### src/sv/amt_pkg.sv
// amt_pkg: shared types and constants for the alarm match table.
// Used by alarm_match_table and its testbench; no dependencies.
`timescale 1ns / 1ps
`default_nettype none

package amt_pkg;

    localparam int ENTRIES_DEF      = 16;
    localparam int MINUTES_PER_HOUR = 60;
    localparam int KEY_W            = 11;
    localparam logic [KEY_W-1:0] NO_KEY = 11'd1440;

    localparam logic [1:0] CMD_ADD    = 2'd0;
    localparam logic [1:0] CMD_REMOVE = 2'd1;
    localparam logic [1:0] CMD_TICK   = 2'd2;

    localparam logic ST_FIRED = 1'b0;
    localparam logic ST_FULL  = 1'b1;

    typedef struct packed {
        logic [1:0] command;
        logic [7:0] alarm_id;
        logic [4:0] alarm_hour;
        logic [5:0] alarm_minute;
        logic       alarm_once;
        logic [4:0] now_hour;
        logic [5:0] now_minute;
    } amt_req_t;

    typedef struct packed {
        logic       status;
        logic [7:0] fired_id;
        logic       last_of_run;
    } amt_res_t;

    typedef struct packed {
        logic [7:0] ident;
        logic [4:0] hour;
        logic [5:0] minute;
        logic       single;
    } amt_entry_t;

endpackage

`default_nettype wire

### src/sv/alarm_match_table.sv
// alarm_match_table: ordered alarm table with add, remove by id and minute tick.
// Depends on amt_pkg and amt_ram (table storage).
//
//  channel | ports                    | direction | payload
//  --------+--------------------------+-----------+-----------
//  request | s_valid s_ready s_data   | in        | amt_req_t
//  result  | m_valid m_ready m_data   | out       | amt_res_t
//
// One request at a time. Remove compacts the table in one walk over the RAM port.
// Tick walks the table for matches, plus a compaction walk when a once alarm fired;
// each walk moves one table entry a cycle over the RAM port, except while stalled.
// Reset clears count and last key; table contents need no clearing.
// A full result register holds the match walk until m_ready.
`timescale 1ns / 1ps
`default_nettype none

module alarm_match_table
    import amt_pkg::*;
#(
    parameter int ENTRIES = ENTRIES_DEF
) (
    input  wire logic     aclk,
    input  wire logic     aresetn,
    input  wire logic     s_valid,
    output logic          s_ready,
    input  wire amt_req_t s_data,
    output logic          m_valid,
    input  wire logic     m_ready,
    output amt_res_t      m_data
);

    localparam int CNT_W = $clog2(ENTRIES + 1);
    localparam int IDX_W = (ENTRIES > 1) ? $clog2(ENTRIES) : 1;
    localparam int ENT_W = $bits(amt_entry_t);

    typedef enum logic [2:0] {
        S_IDLE,
        S_DISPATCH,
        S_REJECT,
        S_SCAN,
        S_FLUSH,
        S_COMPACT
    } state_t;

    state_t           state_reg;
    amt_req_t         req_reg;
    logic [CNT_W-1:0] count_reg;
    logic [CNT_W-1:0] rd_idx_reg;
    logic [CNT_W-1:0] keep_reg;
    logic             ev_valid_reg;
    logic             pend_valid_reg;
    logic [7:0]       pend_id_reg;
    logic             any_once_reg;
    logic             by_id_reg;
    logic [7:0]       once_ids_reg [ENTRIES];
    logic [CNT_W-1:0] once_cnt_reg;
    logic [KEY_W-1:0] key_reg;
    logic             m_valid_reg;
    amt_res_t         m_data_reg;

    amt_entry_t       rd_entry;
    logic [ENT_W-1:0] rd_bits;
    logic             ram_we;
    logic [IDX_W-1:0] ram_waddr;
    amt_entry_t       ram_wdata;
    logic             ram_re;

    logic [KEY_W-1:0] tick_key;
    logic             out_free;
    logic             more;
    logic             walk_done;
    logic             match;
    logic             stall;
    logic             once_hit;
    logic             drop;
    logic             res_load;
    amt_entry_t       new_entry;

    assign rd_entry = amt_entry_t'(rd_bits);
    assign tick_key = KEY_W'(req_reg.now_hour) * KEY_W'(MINUTES_PER_HOUR)
                    + KEY_W'(req_reg.now_minute);
    assign out_free  = !m_valid_reg || m_ready;
    assign more      = rd_idx_reg < count_reg;
    assign walk_done = !ev_valid_reg && !more;
    assign match     = ev_valid_reg && (rd_entry.hour == req_reg.now_hour)
                    && (rd_entry.minute == req_reg.now_minute);
    assign stall     = match && pend_valid_reg && !out_free;
    assign drop      = by_id_reg ? (rd_entry.ident == req_reg.alarm_id) : once_hit;
    assign res_load  = ((state_reg == S_REJECT) && out_free)
                    || ((state_reg == S_SCAN) && match && pend_valid_reg && !stall)
                    || ((state_reg == S_FLUSH) && pend_valid_reg && out_free);

    // ids of fired once alarms, compared in parallel during compaction
    always_comb begin
        once_hit = 1'b0;
        for (int i = 0; i < ENTRIES; i++) begin
            if ((CNT_W'(i) < once_cnt_reg) && (once_ids_reg[i] == rd_entry.ident)) begin
                once_hit = 1'b1;
            end
        end
    end

    always_comb begin
        new_entry.ident  = req_reg.alarm_id;
        new_entry.hour   = req_reg.alarm_hour;
        new_entry.minute = req_reg.alarm_minute;
        new_entry.single = req_reg.alarm_once;
    end

    always_comb begin
        ram_we    = 1'b0;
        ram_waddr = count_reg[IDX_W-1:0];
        ram_wdata = new_entry;
        ram_re    = 1'b0;
        unique case (state_reg)
            S_DISPATCH: begin
                ram_we = (req_reg.command == CMD_ADD) && (count_reg < CNT_W'(ENTRIES));
            end
            S_SCAN: begin
                ram_re = !stall && more;
            end
            S_COMPACT: begin
                ram_re    = more;
                ram_we    = ev_valid_reg && !drop;
                ram_waddr = keep_reg[IDX_W-1:0];
                ram_wdata = rd_entry;
            end
            default: begin
            end
        endcase
    end

    amt_ram #(
        .WIDTH(ENT_W),
        .DEPTH(ENTRIES)
    ) u_table (
        .aclk (aclk),
        .we   (ram_we),
        .waddr(ram_waddr),
        .wdata(ENT_W'(ram_wdata)),
        .re   (ram_re),
        .raddr(rd_idx_reg[IDX_W-1:0]),
        .rdata(rd_bits)
    );

    always_ff @(posedge aclk) begin
        if (!aresetn) begin
            state_reg      <= S_IDLE;
            count_reg      <= '0;
            rd_idx_reg     <= '0;
            keep_reg       <= '0;
            ev_valid_reg   <= 1'b0;
            pend_valid_reg <= 1'b0;
            any_once_reg   <= 1'b0;
            by_id_reg      <= 1'b0;
            once_cnt_reg   <= '0;
            key_reg        <= NO_KEY;
            m_valid_reg    <= 1'b0;
        end else begin
            m_valid_reg <= res_load || (m_valid_reg && !m_ready);
            unique case (state_reg)
                S_IDLE: begin
                    if (s_valid) begin
                        req_reg   <= s_data;
                        state_reg <= S_DISPATCH;
                    end
                end
                S_DISPATCH: begin
                    priority if (req_reg.command == CMD_ADD) begin
                        if (count_reg < CNT_W'(ENTRIES)) begin
                            count_reg <= count_reg + CNT_W'(1);
                            state_reg <= S_IDLE;
                        end else begin
                            state_reg <= S_REJECT;
                        end
                    end else if (req_reg.command == CMD_REMOVE) begin
                        by_id_reg    <= 1'b1;
                        rd_idx_reg   <= '0;
                        keep_reg     <= '0;
                        ev_valid_reg <= 1'b0;
                        state_reg    <= S_COMPACT;
                    end else if (req_reg.command == CMD_TICK && tick_key != key_reg) begin
                        key_reg        <= tick_key;
                        once_cnt_reg   <= '0;
                        any_once_reg   <= 1'b0;
                        pend_valid_reg <= 1'b0;
                        rd_idx_reg     <= '0;
                        ev_valid_reg   <= 1'b0;
                        state_reg      <= S_SCAN;
                    end else begin
                        state_reg <= S_IDLE;
                    end
                end
                S_REJECT: begin
                    if (out_free) begin
                        m_data_reg.status      <= ST_FULL;
                        m_data_reg.fired_id    <= req_reg.alarm_id;
                        m_data_reg.last_of_run <= 1'b1;
                        state_reg              <= S_IDLE;
                    end
                end
                S_SCAN: begin
                    if (!stall) begin
                        ev_valid_reg <= more;
                        if (more) begin
                            rd_idx_reg <= rd_idx_reg + CNT_W'(1);
                        end
                        if (match) begin
                            if (pend_valid_reg) begin
                                m_data_reg.status      <= ST_FIRED;
                                m_data_reg.fired_id    <= pend_id_reg;
                                m_data_reg.last_of_run <= 1'b0;
                            end
                            pend_valid_reg <= 1'b1;
                            pend_id_reg    <= rd_entry.ident;
                            if (rd_entry.single) begin
                                once_ids_reg[once_cnt_reg[IDX_W-1:0]] <= rd_entry.ident;
                                once_cnt_reg <= once_cnt_reg + CNT_W'(1);
                                any_once_reg <= 1'b1;
                            end
                        end
                        if (walk_done) begin
                            state_reg <= S_FLUSH;
                        end
                    end
                end
                S_FLUSH: begin
                    if (!pend_valid_reg || out_free) begin
                        if (pend_valid_reg) begin
                            m_data_reg.status      <= ST_FIRED;
                            m_data_reg.fired_id    <= pend_id_reg;
                            m_data_reg.last_of_run <= 1'b1;
                        end
                        pend_valid_reg <= 1'b0;
                        by_id_reg      <= 1'b0;
                        rd_idx_reg     <= '0;
                        keep_reg       <= '0;
                        ev_valid_reg   <= 1'b0;
                        state_reg      <= any_once_reg ? S_COMPACT : S_IDLE;
                    end
                end
                S_COMPACT: begin
                    ev_valid_reg <= more;
                    if (more) begin
                        rd_idx_reg <= rd_idx_reg + CNT_W'(1);
                    end
                    if (ev_valid_reg && !drop) begin
                        keep_reg <= keep_reg + CNT_W'(1);
                    end
                    if (walk_done) begin
                        count_reg <= keep_reg;
                        state_reg <= S_IDLE;
                    end
                end
                default: begin
                    state_reg <= S_IDLE;
                end
            endcase
        end
    end

    assign s_ready = (state_reg == S_IDLE);
    assign m_valid = m_valid_reg;
    assign m_data  = m_data_reg;

    a_count_bound: assert property (@(posedge aclk) disable iff (!aresetn)
        count_reg <= CNT_W'(ENTRIES))
        else $error("entry count beyond table size");

    a_pend_scope: assert property (@(posedge aclk) disable iff (!aresetn)
        pend_valid_reg |-> (state_reg == S_SCAN || state_reg == S_FLUSH))
        else $error("pending result outside a tick walk");

    a_keep_behind: assert property (@(posedge aclk) disable iff (!aresetn)
        (state_reg == S_COMPACT) |-> (keep_reg <= rd_idx_reg))
        else $error("compaction write ahead of read");

    a_reject_last: assert property (@(posedge aclk) disable iff (!aresetn)
        (m_valid && m_data.status == ST_FULL) |-> m_data.last_of_run)
        else $error("reject result not marked last");

endmodule

`default_nettype wire

### src/sv/amt_ram.sv
// amt_ram: generic single-write, single-read RAM with registered read data.
// No dependencies.
`timescale 1ns / 1ps
`default_nettype none

module amt_ram #(
    parameter int WIDTH = 8,
    parameter int DEPTH = 16,
    localparam int AW = (DEPTH > 1) ? $clog2(DEPTH) : 1
) (
    input  wire logic             aclk,
    input  wire logic             we,
    input  wire logic [AW-1:0]    waddr,
    input  wire logic [WIDTH-1:0] wdata,
    input  wire logic             re,
    input  wire logic [AW-1:0]    raddr,
    output logic      [WIDTH-1:0] rdata
);

    logic [WIDTH-1:0] mem [DEPTH];

    always_ff @(posedge aclk) begin
        if (we) begin
            mem[waddr] <= wdata;
        end
        if (re) begin
            rdata <= mem[raddr];
        end
    end

endmodule

`default_nettype wire
### config.mk
export PLATFORM = sky130hd
export DESIGN_NAME = alarm_match_table
export DESIGN_NICKNAME = d
export VERILOG_FILES = /design/src/sv/amt_pkg.sv /design/src/sv/alarm_match_table.sv /design/src/sv/amt_ram.sv
export SDC_FILE = /design/constraint.sdc
export NUM_CORES = 1
export LEC_CHECK = 0
export ABC_AREA = 1
export CAP_MARGIN = 30
export CORE_ASPECT_RATIO = 1.1
export CORE_UTILIZATION = 55
export DETAILED_ROUTE_END_ITERATION = 16
export DONT_BUFFER_PORTS = 1
export GPL_TIMING_DRIVEN = 0
export PLACE_DENSITY_LB_ADDON = 0.15
export SLEW_MARGIN = 10
export SYNTH_ARGS = -nofsm -noshare
export SYNTH_HDL_FRONTEND = slang
export SYNTH_HIERARCHICAL = 1
export SYNTH_SLANG_ARGS = --single-unit
export TNS_END_PERCENT = 30
### constraint.sdc
create_clock -name aclk -period 3.5 [get_ports aclk]
set_input_delay 0 -clock aclk [delete_from_list [all_inputs] [get_ports aclk]]
set_output_delay 0 -clock aclk [all_outputs]
set_load 0.01 [all_outputs]
Word-level counts from Yosys, hierarchy flattened
Memory sizes are Yosys's and may differ from the RTL's. A register that Yosys moved wholly into a read port is not among the register bits.
Index checks and enable logic that the tools add are counted.

operators by class
  add/subtract/negate cells = 5
  multipliers = 1
  mux-type cells = 87
  equal/unequal tests = 45
  order comparisons = 18
  bitwise logic cells = 3
  reductions and logical operators = 65

operators with widths
  operator                                                   count
  == test 8 bit                                              17
  2-to-1 mux 5 bit                                           17
  2-to-1 mux 10 bit                                          6
  less-than comparator 4 x 5 -> 1 bit, first input constant  8
  2-to-1 mux 1 bit                                           39
  logical AND 1 bit                                          32
  inequality test 2 bit, second input constant               15
  one-hot mux 10 bit (3 select lines)                        1
  2-to-1 mux 3 bit                                           9
  adder 5 x 1 -> 5 bit, second input constant                4
  less-than comparator 3 x 5 -> 1 bit, first input constant  4
  2-to-1 mux 20 bit                                          1
  one-hot mux 5 bit (2 select lines)                         2
  one-hot mux 5 bit (4 select lines)                         1
  one-hot mux 3 bit (6 select lines)                         1
  AND reduction 4 bit                                        4
  one-hot mux 5 bit (3 select lines)                         1
  AND reduction 7 bit                                        2
  adder 11 x 6 -> 11 bit                                     1
  inequality test 11 bit                                     1
  less-than comparator 1 x 5 -> 1 bit, first input constant  2
  less-than comparator 2 x 5 -> 1 bit, first input constant  2
  AND reduction 5 bit                                        2
  multiplier 5 x 4 -> 9 bit, second input constant           1
  other kinds (27)                                           51

storage, ports and cells
  register bits after elaboration = 90
  output and inout port bits = 12
  memories kept = 2
  word-level logic and storage cells = 248
  RAM bits = 448

memory list
  name          words  width  read ports  clocked after Yosys merged registers in  write ports  RTL line                 text
  u_table.mem   16     20     1           1                                        1            amt_ram.sv:20            logic [WIDTH-1:0] mem [DEPTH];
  once_ids_reg  16     8      16          0                                        1            alarm_match_table.sv:55  logic [7:0] once_ids_reg [ENTRIES];

Depth between registers and ports, before layout
Gate-level depths: netlist of run 1.
An unclocked memory read counts as a cell.

  word-level depth = 25
  depth in mapped cells = 23

By module
The synthesis of run 1 kept the hierarchy.

modules (own cells, without submodules)
  module             times used  area each (sq um)  cells each
  amt_ram            1           14392.6            1336
  alarm_match_table  1           11180.7            1143

Worst setup path after synthesis of run 1
OpenSTA, ideal clock, no wires.

  kind = register -> register
  start = register req_reg[6] in the netlist's numbering
  end = register state_reg[1]
  stages on the path, launching flop included = 24
  period minus slack after synthesis = 3.731 ns
  arrival = 3.598 ns
  data required time = 3.366 ns
  setup slack = -0.231 ns
  setup time = 0.134 ns
  cell sequence = edfxtp_1 fa_1 fa_1 inv_1 fa_1 inv_1 ha_1 a21oi_1 nand2_1 nand2_2 nand2_1 nand2_1 nand2_1 nor2_1 nand2_1 inv_1 nand2_1 nor2_2 nand3_2 nand3_2 inv_2 buf_6 o21bai_2 a21oi_1

between the ends
  cells in the longest elaborated chain, start to end = 8

RTL lines
  what                                RTL line                  text
  start: declaration                  alarm_match_table.sv:46   amt_req_t req_reg;
  start signal: assignment            alarm_match_table.sv:164  req_reg <= s_data;
  multiplier 5 x 4 -> 9 bit           alarm_match_table.sv:80   assign tick_key = KEY_W'(req_reg.now_hour) * KEY_W'(MINUTES_PER_HOUR)
  adder 11 x 6 -> 11 bit              alarm_match_table.sv:81   + KEY_W'(req_reg.now_minute);
  inequality test 11 bit              alarm_match_table.sv:182  end else if (req_reg.command == CMD_TICK && tick_key != key_reg) begin
  logical AND 1 bit                   alarm_match_table.sv:182
  2-to-1 mux 2 bit                    alarm_match_table.sv:182
  2-to-1 mux 3 bit                    alarm_match_table.sv:176  end else if (req_reg.command == CMD_REMOVE) begin
  2-to-1 mux 3 bit                    alarm_match_table.sv:169  priority if (req_reg.command == CMD_ADD) begin
  one-hot mux 3 bit (6 select lines)  alarm_match_table.sv:161  unique case (state_reg)
  end signal: assignment              alarm_match_table.sv:239  state_reg <= any_once_reg ? S_COMPACT : S_IDLE;
  end: declaration                    alarm_match_table.sv:45   state_t state_reg;

Several ways; a longest one is shown, not always the timed one.
A chain may end at the register's enable or synchronous reset.

Final worst setup path of run 1
  start = register req_reg[8] in the netlist's numbering
  end = register key_reg[9]

between the ends
  cells in the longest elaborated chain, start to end = 5

RTL lines
  what                                  RTL line                  text
  multiplier 5 x 4 -> 9 bit (*)         alarm_match_table.sv:80
  adder 11 x 6 -> 11 bit (*)            alarm_match_table.sv:81
  inequality test 11 bit                alarm_match_table.sv:182
  logical AND 1 bit                     alarm_match_table.sv:182
  AND reduction 4 bit (no source line)  --
  end signal: assignment                alarm_match_table.sv:183  key_reg <= tick_key;
  end: declaration                      alarm_match_table.sv:57   logic [KEY_W-1:0] key_reg;

Mark *: on every way between the ends. The rest lies on a longest branch, timed or not.

==> flow_summary_export.csv, run 1 <==
group,metric,value,unit
finish,final_area,30450,um^2
finish,largest_reg_flops,320,
finish,layout_commonest_cell,"nand2_1",
setup_path,cp_slowest_cell,"fa_1",
routing,drt_iter0_drc,1643,
logic_synthesis,syn_area,25570,um^2
worst_hold_path,hp-class,"input pin to register",
routing,drc,0,
global_route,first_global_vias,18030,
routing,post_drt_wl_per_cell,20.23,um
clock_network,cts_buffers,57,
clock_network,htree_levels,2,
routing,antenna_left,0,
timing,rsz0062_at_grt,"true",
clock_network,path_clk_slew,0.06,ns
run_status,violations,"negative setup slack",
clock_network,clock_latency,0.64,ns
timing,fin_setup_tns,-11.03,ns
setup_path,startpoint_type,"register",
placed_design,gp_congestion,0.9066,
global_route,grt_use_total,0.2876,
setup_path,cp_cell_sequence,"fa_1 -> fa_1 -> inv_1 -> fa_1 -> inv_2 -> ha_4 -> nand3_2 -> nand2_2 -> nand2_4 -> nor2_4 -> nand2_2 -> nor2_2 -> nand2_2 -> nand2_1 -> nand2_1 -> nand2_1 -> nand3_2 -> nand3_2 -> inv_2 -> buf_6 -> o21ai_2 -> nor2_1",
setup_path,required,4.01,ns
routing,drt-total-wl,67490,um
logic_synthesis,ys_seq_area_frac,0.6400,
timing,fmax,0.2507,GHz
clock_network,clockRootBuffer,"clkbuf_16",
placed_design,dpl.hpwl,43880,um
global_route,grtUsageMet3,0.04860,
setup_path,critPathMaxFanout,5,
timing,fin_ws,-0.4882,ns
timing,tightest_slew,1.057,ns
floorplanning,fp-row-count,82,
logic_synthesis,ys_types,43,
setup_path,arrival,4.50,ns
global_route,grt.met1_usage,0.3594,
placed_design,place_area,26770,um^2
global_route,grt_remaining_overflow,0,
clock_network,cts_tree,"yes",
setup_path,path_class,"register to register",
floorplanning,initial_core_util,0.5589,
setup_path,crit_buf_inv,4,
logic_synthesis,synth_edf_count,519,
finish,num_antenna_cells,0,
timing,maxSlewHeadroom,0.2880,
routing,dr.pass1.iters,5,
finish,areaGrowthSynthToFinish,19.05,%
setup_path,critPathCaptureType,"register",
setup_path,r2r-start,"req_reg[8]",
setup_path,critical_path.max_stage_delay,0.56,ns
power,ir_worst_vdd,0.4278,mV
global_route,busiest_layer,"met2",
floorplanning,die_w,207.6,um
run_status,status,"finished, violations left",
logic_synthesis,synthCells,2479,
global_route,grt_pass1_wl,102800,um
clock_network,clkSinkCount,558,
routing,vias_per_cell,5.466,
timing,period_needed,3.988,ns
timing,slew_violations,0,
setup_path,cpLargestDelayFamily,"adder cells",
timing,finalSetupViolCount,26,
logic_synthesis,synth_ff_type,"edfxtp_1",
floorplanning,die_height,228.2,um
logic_synthesis,ys_async_sr_fraction,0,
global_route,grt_antenna_before_repair,0,
power,power_density,490.3,nW/um^2
setup_path,crit_start,"req_reg[8]",
logic_synthesis,syn_nets,2551,
floorplanning,fp.dieArea,47360,um^2
logic_synthesis,yosys_warnings,6,
timing,fin_skew,0.03159,ns
timing,post-route-period-util,1.139,
setup_path,r2r_cells,22,
finish,final_cell_mix,"659 x nand2_1, 519 x edfxtp_1, 356 x inv_1",
clock_network,clk_path_buf_depth,3,
finish,final_util,0.6653,
finish,nFillCells,3436,
setup_path,cp_num_cells,22,
routing,num_vias,18240,
worst_hold_path,min_from,"s_data[11]",
job,drv_cap,0,
global_route,use_met2,0.5054,
finish,drive_above_1_share,0.1353,
logic_synthesis,avgSynthCellArea,10.32,um^2
logic_synthesis,synth-seq-cells,558,
placed_design,dp_slack,-1.513,ns
power,leakagePower,12.27,nW
timing,hold_viol,0,
finish,design.final.nets,2775,
setup_path,rrSetupSlack,-0.49,ns
setup_path,regToRegEndpoint,"key_reg[9]",
global_route,grt_max_degree,25,
placed_design,port_buffers,0,
setup_path,critical_path.endpoint,"key_reg[9]",
floorplanning,core,45760,um^2
floorplanning,io_pins,49,
[final cells by class]
class | count | area [um^2] | share of cell area
buffer | 97 | 621.8 | 0.02042
clock buffer | 69 | 1471 | 0.04833
clock inverter | 36 | 553.0 | 0.01816
inverter | 368 | 1391 | 0.04570
multi-input combinational | 1460 | 7659 | 0.2516
sequential | 558 | 16370 | 0.5375
tap | 588 | 735.7 | 0.02416
timing repair buffer | 161 | 1648 | 0.05412
[per-stage QoR]
stage,hold slack [ns],power [mW],cells
final,0.03830,14.93,3337
after global placement,0.09892,8.316,3067
after CTS,0.008383,14.94,3316
after floorplan,0.09887,8.114,2479
after detailed placement,0.09891,8.369,3095
after global routing,0.02720,15.38,3337
[cells in the mapped netlist (7+ instances only)]
cell type | instances | share of area
nand2_1 | 672 | 0.099
edfxtp_1 | 519 | 0.61
inv_1 | 361 | 0.053
nand3_1 | 293 | 0.057
nor2_1 | 112 | 0.016
xnor2_1 | 60 | 0.021
o21ai_0 | 55 | 0.011
a21oi_1 | 48 | 0.0094
xor2_1 | 48 | 0.016
dfxtp_1 | 39 | 0.031
buf_2 | 35 | 0.0068
ha_1 | 27 | 0.013
nor3_1 | 27 | 0.0053
clkbuf_1 | 26 | 0.0038
nand4_1 | 22 | 0.0054
or2_2 | 21 | 0.0051
buf_6 | 16 | 0.0070
buf_4 | 14 | 0.0041
fa_1 | 8 | 0.0063
nand2_2 | 7 | 0.0017
o2111ai_1 | 7 | 0.0024
o211ai_1 | 7 | 0.0021
[kinds of logic after synthesis]
family,synth area share
adders and majority gates,0.01947
buffers and inverters,0.07681
DFF,0.6400
AOI/OAI and AO/OA,0.03014
and+or+nand+nor,0.1960
xor gates and xnor gates,0.03762
[power breakdown]
group          leakage (nW)  internal [mW]  switching, mW
combinational          6.32          0.379          0.657
clock                 0.963           3.91           2.61
sequential             4.99           7.33         0.0400
[worst reg2reg max path: stages (launching register included)]
cell      delay [ns]
edfxtp_1        0.46
fa_1            0.54
fa_1            0.56
inv_1           0.06
fa_1            0.49
inv_2           0.05
ha_4            0.28
nand3_2         0.09
nand2_2         0.09
nand2_4         0.07
nor2_4          0.13
nand2_2         0.07
nor2_2          0.11
nand2_2         0.07
nand2_1         0.08
nand2_1         0.05
nand2_1         0.07
nand3_2         0.11
nand3_2         0.11
inv_2           0.07
buf_6           0.13
o21ai_2         0.14
nor2_1          0.06
[timing repair]
| item | 4_1_cts | 5_1_grt |
|---|---|---|
| setup buffers | 43 | 20 |
| pin swaps | 23 | 16 |
| endpoints found under the hold margin | 87 | 0 |
| setup endpoints to repair | 474 | 466 |
| hold buffers | 68 | 0 |
| cloned | 5 | 0 |
| gates resized for setup | 60 | 37 |
[routing by layer]
layer	part of all wire	vias to the layer above
met3	0.073	147
met1	0.39	8686
li1	-	8639
met4	0.031	0
met2	0.50	768
met5	0	-
[how the worst min path moves through the flow]
stage | to | depth (start not counted)
floorplan | new_entry[0] | 0
global placement | new_entry[4] | 0
detailed placement | req_reg[2] | 0
CTS | new_entry[0] | 1
global route | new_entry[0] | 1
finish | new_entry[0] | 1
Note: power is estimated with default switching activity, not from simulation.
==> run 2, diff against run 1 <==
Settings changed: CORE_UTILIZATION 55 to 45.
==> run 2 against run 1 <==
Compared with the run above:
- the flow still finishes with violations (negative setup slack)
- routed wire length up 3.9%
- flip-flop and latch count unchanged
- clock power down 3.4%
- setup slack improved by 0.0030 ns
- power shrank 1.5%
- critical path depth up 1
- via count is 1.7% lower
- register-to-register slack is essentially flat
- cell area is 0.51% higher
- die area grew 22%
- non-clock buffer count fell by 17
- clock skew down 0.0034 ns
- largest cell class unchanged
==> flow_summary_export.csv, run 2 (same netlist as run 1, synthesis figures left out) <==
group,metric,value,unit
run_status,status,"finished, violations left",
clock_network,cts_buffers,59,
finish,layout_commonest_cell,"nand2_1",
power,leakagePower,12.23,nW
job,drv_cap,0,
placed_design,dpl.hpwl,45860,um
floorplanning,io_pins,49,
timing,post-route-period-util,1.139,
clock_network,clk_path_buf_depth,3,
routing,vias_per_cell,5.145,
setup_path,critPathMaxFanout,5,
global_route,first_global_vias,17570,
power,power_density,480.7,nW/um^2
power,finalPower,14.71,mW
timing,tightest_slew,0.8911,ns
global_route,grt_use_total,0.2436,
setup_path,required,3.98,ns
timing,hold_slack,0.03558,ns
floorplanning,fp.dieArea,57790,um^2
timing,maxSlewHeadroom,0.3997,
finish,final_area,30600,um^2
power,ir_worst_vdd,0.4252,mV
routing,dr.pass1.iters,6,
floorplanning,initial_core_util,0.4556,
global_route,grt_max_degree,24,
setup_path,critPathCaptureType,"register",
run_status,violations,"negative setup slack",
routing,antenna_left,0,
routing,drt_iter0_drc,1475,
timing,fin_setup_tns,-11.01,ns
timing,fin_ws,-0.4852,ns
setup_path,startpoint_type,"register",
clock_network,clkSinkCount,558,
timing,hold_viol,0,
finish,design.final.nets,2764,
finish,final_cell_mix,"660 x nand2_1, 519 x edfxtp_1, 356 x inv_1",
timing,fin_skew,0.02817,ns
timing,finalSetupViolCount,26,
worst_hold_path,hp-class,"input pin to register",
setup_path,arrival,4.47,ns
clock_network,clockRootBuffer,"clkbuf_16",
placed_design,port_buffers,0,
clock_network,cts_tree,"yes",
routing,post_drt_wl_per_cell,20.12,um
placed_design,dp_slack,-1.586,ns
clock_network,clock_latency,0.62,ns
finish,largest_reg_flops,320,
floorplanning,fp-row-count,91,
timing,slew_violations,0,
floorplanning,die_height,252.0,um
placed_design,gp_congestion,0.8932,
floorplanning,die_w,229.3,um
global_route,grt_antenna_before_repair,2,
finish,drive_above_1_share,0.1314,
clock_network,path_clk_slew,0.07,ns
placed_design,place_area,27000,um^2
global_route,grt_pass1_wl,105100,um
timing,fmax,0.2509,GHz
clock_network,htree_levels,2,
finish,areaGrowthSynthToFinish,19.66,%
routing,num_vias,17940,
routing,drt-total-wl,70150,um
global_route,grt_remaining_overflow,0,
timing,period_needed,3.985,ns
floorplanning,core,56130,um^2
setup_path,path_class,"register to register",
timing,rsz0062_at_grt,"true",
routing,drc,0,
==> run 2: changes by cell type in the layout (fill, tap and decap cells not counted), moves of 5 or more <==
cell and change:
buf_4 -18, clkinv_1 +9, clkinv_2 +6, clkinvlp_4 -6, nor2_4 +6, buf_6 -5
bufinv_16 -5, clkbuf_16 +5
==> run 2: worst paths after layout <==
kind	startpoint	endpoint	slack (ns)	cells past startpoint
worst max-delay path	req_reg[8]	state_reg[1]	-0.49	23
worst min-delay path	s_data[14]	new_entry[3]	0.04	1
worst max register to register	req_reg[8]	state_reg[1]	-0.49	23
worst min register to register	ev_valid_reg	ev_valid_reg	0.46	2
==> run 2: through the flow <==
stage          std cells    util
5_1_grt             3484  0.5451
4_1_cts             3471  0.5396
6_report            3486  0.5451
2_1_floorplan       2479       -
3_5_place_dp        3247  0.4810
3_3_place_gp        3223  0.4726
==> run 2: worst max-delay path: stages, from the launching register on <==
cell,delay (ns)
edfxtp_1,0.45
fa_1,0.56
fa_1,0.58
inv_2,0.05
fa_1,0.49
inv_2,0.05
ha_4,0.23
a21oi_4,0.14
nand2_2,0.08
nand2_4,0.09
nand2_2,0.06
nand2_1,0.06
nand2_1,0.05
nor2_1,0.11
nand2_1,0.06
inv_1,0.04
nand2_1,0.06
nor2_2,0.09
nand3_2,0.13
nand3_4,0.11
inv_4,0.06
buf_8,0.14
o21bai_4,0.11
a21oi_2,0.05
==> run 2: repair_timing <==
action,in CTS,in global routing
setup endpoints to repair,474,394
setup buffers,41,10
gates cloned,8,1
gates resized for setup,56,46
hold buffers,66,0
hold endpoints to repair,87,0
pin swaps,20,16
==> run 2: report_power, final <==
part,leakage [nW],total [mW],switching [mW],internal [mW]
logic,6.29,1.04,0.661,0.380
registers,4.99,7.37,0.0393,7.33
clock network,0.953,6.30,2.60,3.69
total,12.2,14.7,3.31,11.4
==> run 2: layer usage <==
metal | track usage | wire length, um
met5 | 0 | 0
met4 | 0.06819 | 1450
met3 | 0.03843 | 4266
met2 | 0.4222 | 34790
met1 | 0.3161 | 29640
==> run 2: area by class of cell <==
cell class              instances  area [um^2]
clock inverters                38        374.1
diodes                          2        5.005
well taps                     744        930.9
flip-flops and latches        558        16370
repair buffers                144         1590
clock buffers                  71         1564
plain buffers                  97        624.3
fillers                      4810        25530
inverters                     368         1390
multi-input cells            1464         7756
==> run 3, diff against run 2 <==
Settings changed: CORE_ASPECT_RATIO 1.1 to 0.9, PLACE_DENSITY set to 0.61, PLACE_DENSITY_LB_ADDON 0.15 to not set, SETUP_SLACK_MARGIN set to 0.05.
==> run 3 against run 2 <==
Compared with the run above:
- via count grew 2.4%
- die area is essentially flat
- sequential power is essentially flat
- the run still ends with negative setup slack left
- combinational power is essentially flat
- routed wire length shrank 1.6%
- sequential share of layout area is essentially flat
- highest routed layer unchanged
- first-iteration DRC count grew 8.4%
==> flow_summary_export.csv, run 3 (same netlist as run 1, synthesis figures left out) <==
group,metric,value,unit
run_status,status,"finished, violations left",
run_status,violations,"negative setup slack",
floorplanning,core,55920,um^2
floorplanning,fp-row-count,82,
setup_path,arrival,4.43,ns
routing,num_vias,18360,
floorplanning,fp.dieArea,57790,um^2
timing,period_needed,3.947,ns
floorplanning,initial_core_util,0.4574,
finish,drive_above_1_share,0.1336,
timing,fin_skew,0.03370,ns
routing,post_drt_wl_per_cell,19.66,um
routing,drc,0,
worst_hold_path,hp-class,"input pin to register",
job,drv_cap,0,
placed_design,place_area,27030,um^2
global_route,grt_max_degree,26,
timing,fmax,0.2534,GHz
timing,fin_setup_tns,-10.12,ns
setup_path,cp_cell_sequence,"fa_1 -> fa_1 -> inv_1 -> fa_1 -> inv_2 -> ha_4 -> nand3_2 -> nand2_2 -> nand2_4 -> nor2_4 -> nand2_2 -> nor2_1 -> nand2_1 -> nand2_2 -> nand2_1 -> nand2_1 -> nand3_2 -> nand3_4 -> inv_4 -> buf_8 -> o21bai_2 -> a21oi_1",
finish,num_antenna_cells,0,
clock_network,clock_latency,0.64,ns
setup_path,required,3.99,ns
global_route,grt_antenna_before_repair,0,
timing,rsz0062_at_grt,"true",
timing,hold_viol,0,
timing,slew_violations,0,
routing,drt-total-wl,69040,um
finish,final_cell_mix,"661 x nand2_1, 519 x edfxtp_1, 357 x inv_1",
timing,maxSlewHeadroom,0.3696,
timing,fin_ws,-0.4469,ns
global_route,grt_remaining_overflow,0,
floorplanning,die_height,228.2,um
routing,drt_iter0_drc,1599,
timing,finalSetupViolCount,26,
finish,layout_commonest_cell,"nand2_1",
setup_path,critical_path.max_stage_delay,0.54,ns
global_route,grt_pass1_wl,104300,um
floorplanning,io_pins,49,
setup_path,startpoint_type,"register",
floorplanning,die_w,253.3,um
placed_design,gp_congestion,0.9019,
clock_network,clk_path_buf_depth,3,
placed_design,port_buffers,0,
finish,design.final.nets,2778,
clock_network,htree_levels,2,
clock_network,cts_buffers,59,
power,power_density,468.6,nW/um^2
power,leakagePower,12.24,nW
clock_network,clkSinkCount,558,
setup_path,critPathMaxFanout,5,
setup_path,path_class,"register to register",
routing,vias_per_cell,5.230,
timing,post-route-period-util,1.128,
finish,largest_reg_flops,320,
clock_network,path_clk_slew,0.06,ns
clock_network,cts_tree,"yes",
power,ir_worst_vdd,0.3996,mV
global_route,first_global_vias,17690,
timing,tightest_slew,0.9457,ns
clock_network,clockRootBuffer,"clkbuf_16",
placed_design,dpl.hpwl,45120,um
routing,dr.pass1.iters,6,
routing,antenna_left,0,
setup_path,critPathCaptureType,"register",
finish,final_area,30620,um^2
finish,areaGrowthSynthToFinish,19.72,%
global_route,grt_use_total,0.2392,
setup_path,cp_slowest_cell,"fa_1",
==> run 3: changes by cell type in the layout (fill, tap and decap cells not counted), sizes merged <==
| cell | delta |
|---|---|
| nor2 | -5 |
| buf | +13 |
| diode | -2 |
| dlygate4sd3 | +4 |
| bufinv | -5 |
| clkbuf | +1 |
| clkinv | +2 |
| clkinvlp | +5 |
==> run 3: critical path, delay by kind of cell (launching register included) <==
family          cells  cell delay [ns]
buf+inv             4             0.29
flops               1             0.47
simple gates       12             1.04
fa+ha+maj           4             1.83
compound gates      2             0.17
==> run 3: layout make-up <==
type	count	area, um^2
Clock inverter	40	315.3
Fill cell	4728	25300
Clock buffer	70	1518
Timing Repair Buffer	163	1773
Tap cell	756	945.9
Inverter	368	1393
Sequential cell	558	16370
Multi-Input combinational cell	1459	7674
Buffer	97	631.9
==> run 3: repair_timing <==
| item | CTS | global route |
|---|---|---|
| buffers inserted | 49 | 10 |
| hold endpoints to repair | 89 | 0 |
| resized for setup | 52 | 53 |
| hold buffers | 70 | 0 |
| pin swaps | 20 | 20 |
| setup endpoints to repair | 474 | 453 |
| gates cloned | 3 | 3 |
==> run 3: metrics by stage <==
step	total power [mW]	worst slack (ns)	utilization	hold WS, ns	cells
after floorplan	8.114	-0.1266	-	0.09887	2479
after global placement	8.327	-2.486	0.4746	0.09893	3235
after detailed placement	8.376	-1.760	0.4835	0.09891	3263
after CTS	14.36	-0.4530	0.5414	0.3158	3495
after global routing	14.78	-0.6822	0.5475	0.3579	3511
final	14.35	-0.4469	0.5475	0.3552	3511
==> run 3: final timing paths <==
path / startpoint / endpoint / slack, ns / depth (start not counted)
min: s_valid / new_entry[12] / 0.36 / 3
max: req_reg[8] / state_reg[1] / -0.45 / 22
min reg2reg: ev_valid_reg / ev_valid_reg / 0.47 / 2
max reg2reg: req_reg[8] / state_reg[1] / -0.45 / 22
==> run 3: layer usage <==
metal / vias up / share of wire / global-route usage
met5: - / 0 / 0
met4: 0 / 0.028 / 0.07292
met3: 138 / 0.083 / 0.04598
met2: 733 / 0.46 / 0.3761
met1: 8848 / 0.43 / 0.3352
li1: 8644 / - / -
==> run 3: report_power, final <==
| part | switching [mW] | leakage, nW | internal, mW | total, mW |
|---|---|---|---|---|
| clock network | 2.68 | 0.888 | 3.27 | 5.95 |
| registers | 0.0424 | 4.99 | 7.33 | 7.38 |
| logic | 0.646 | 6.37 | 0.377 | 1.02 |
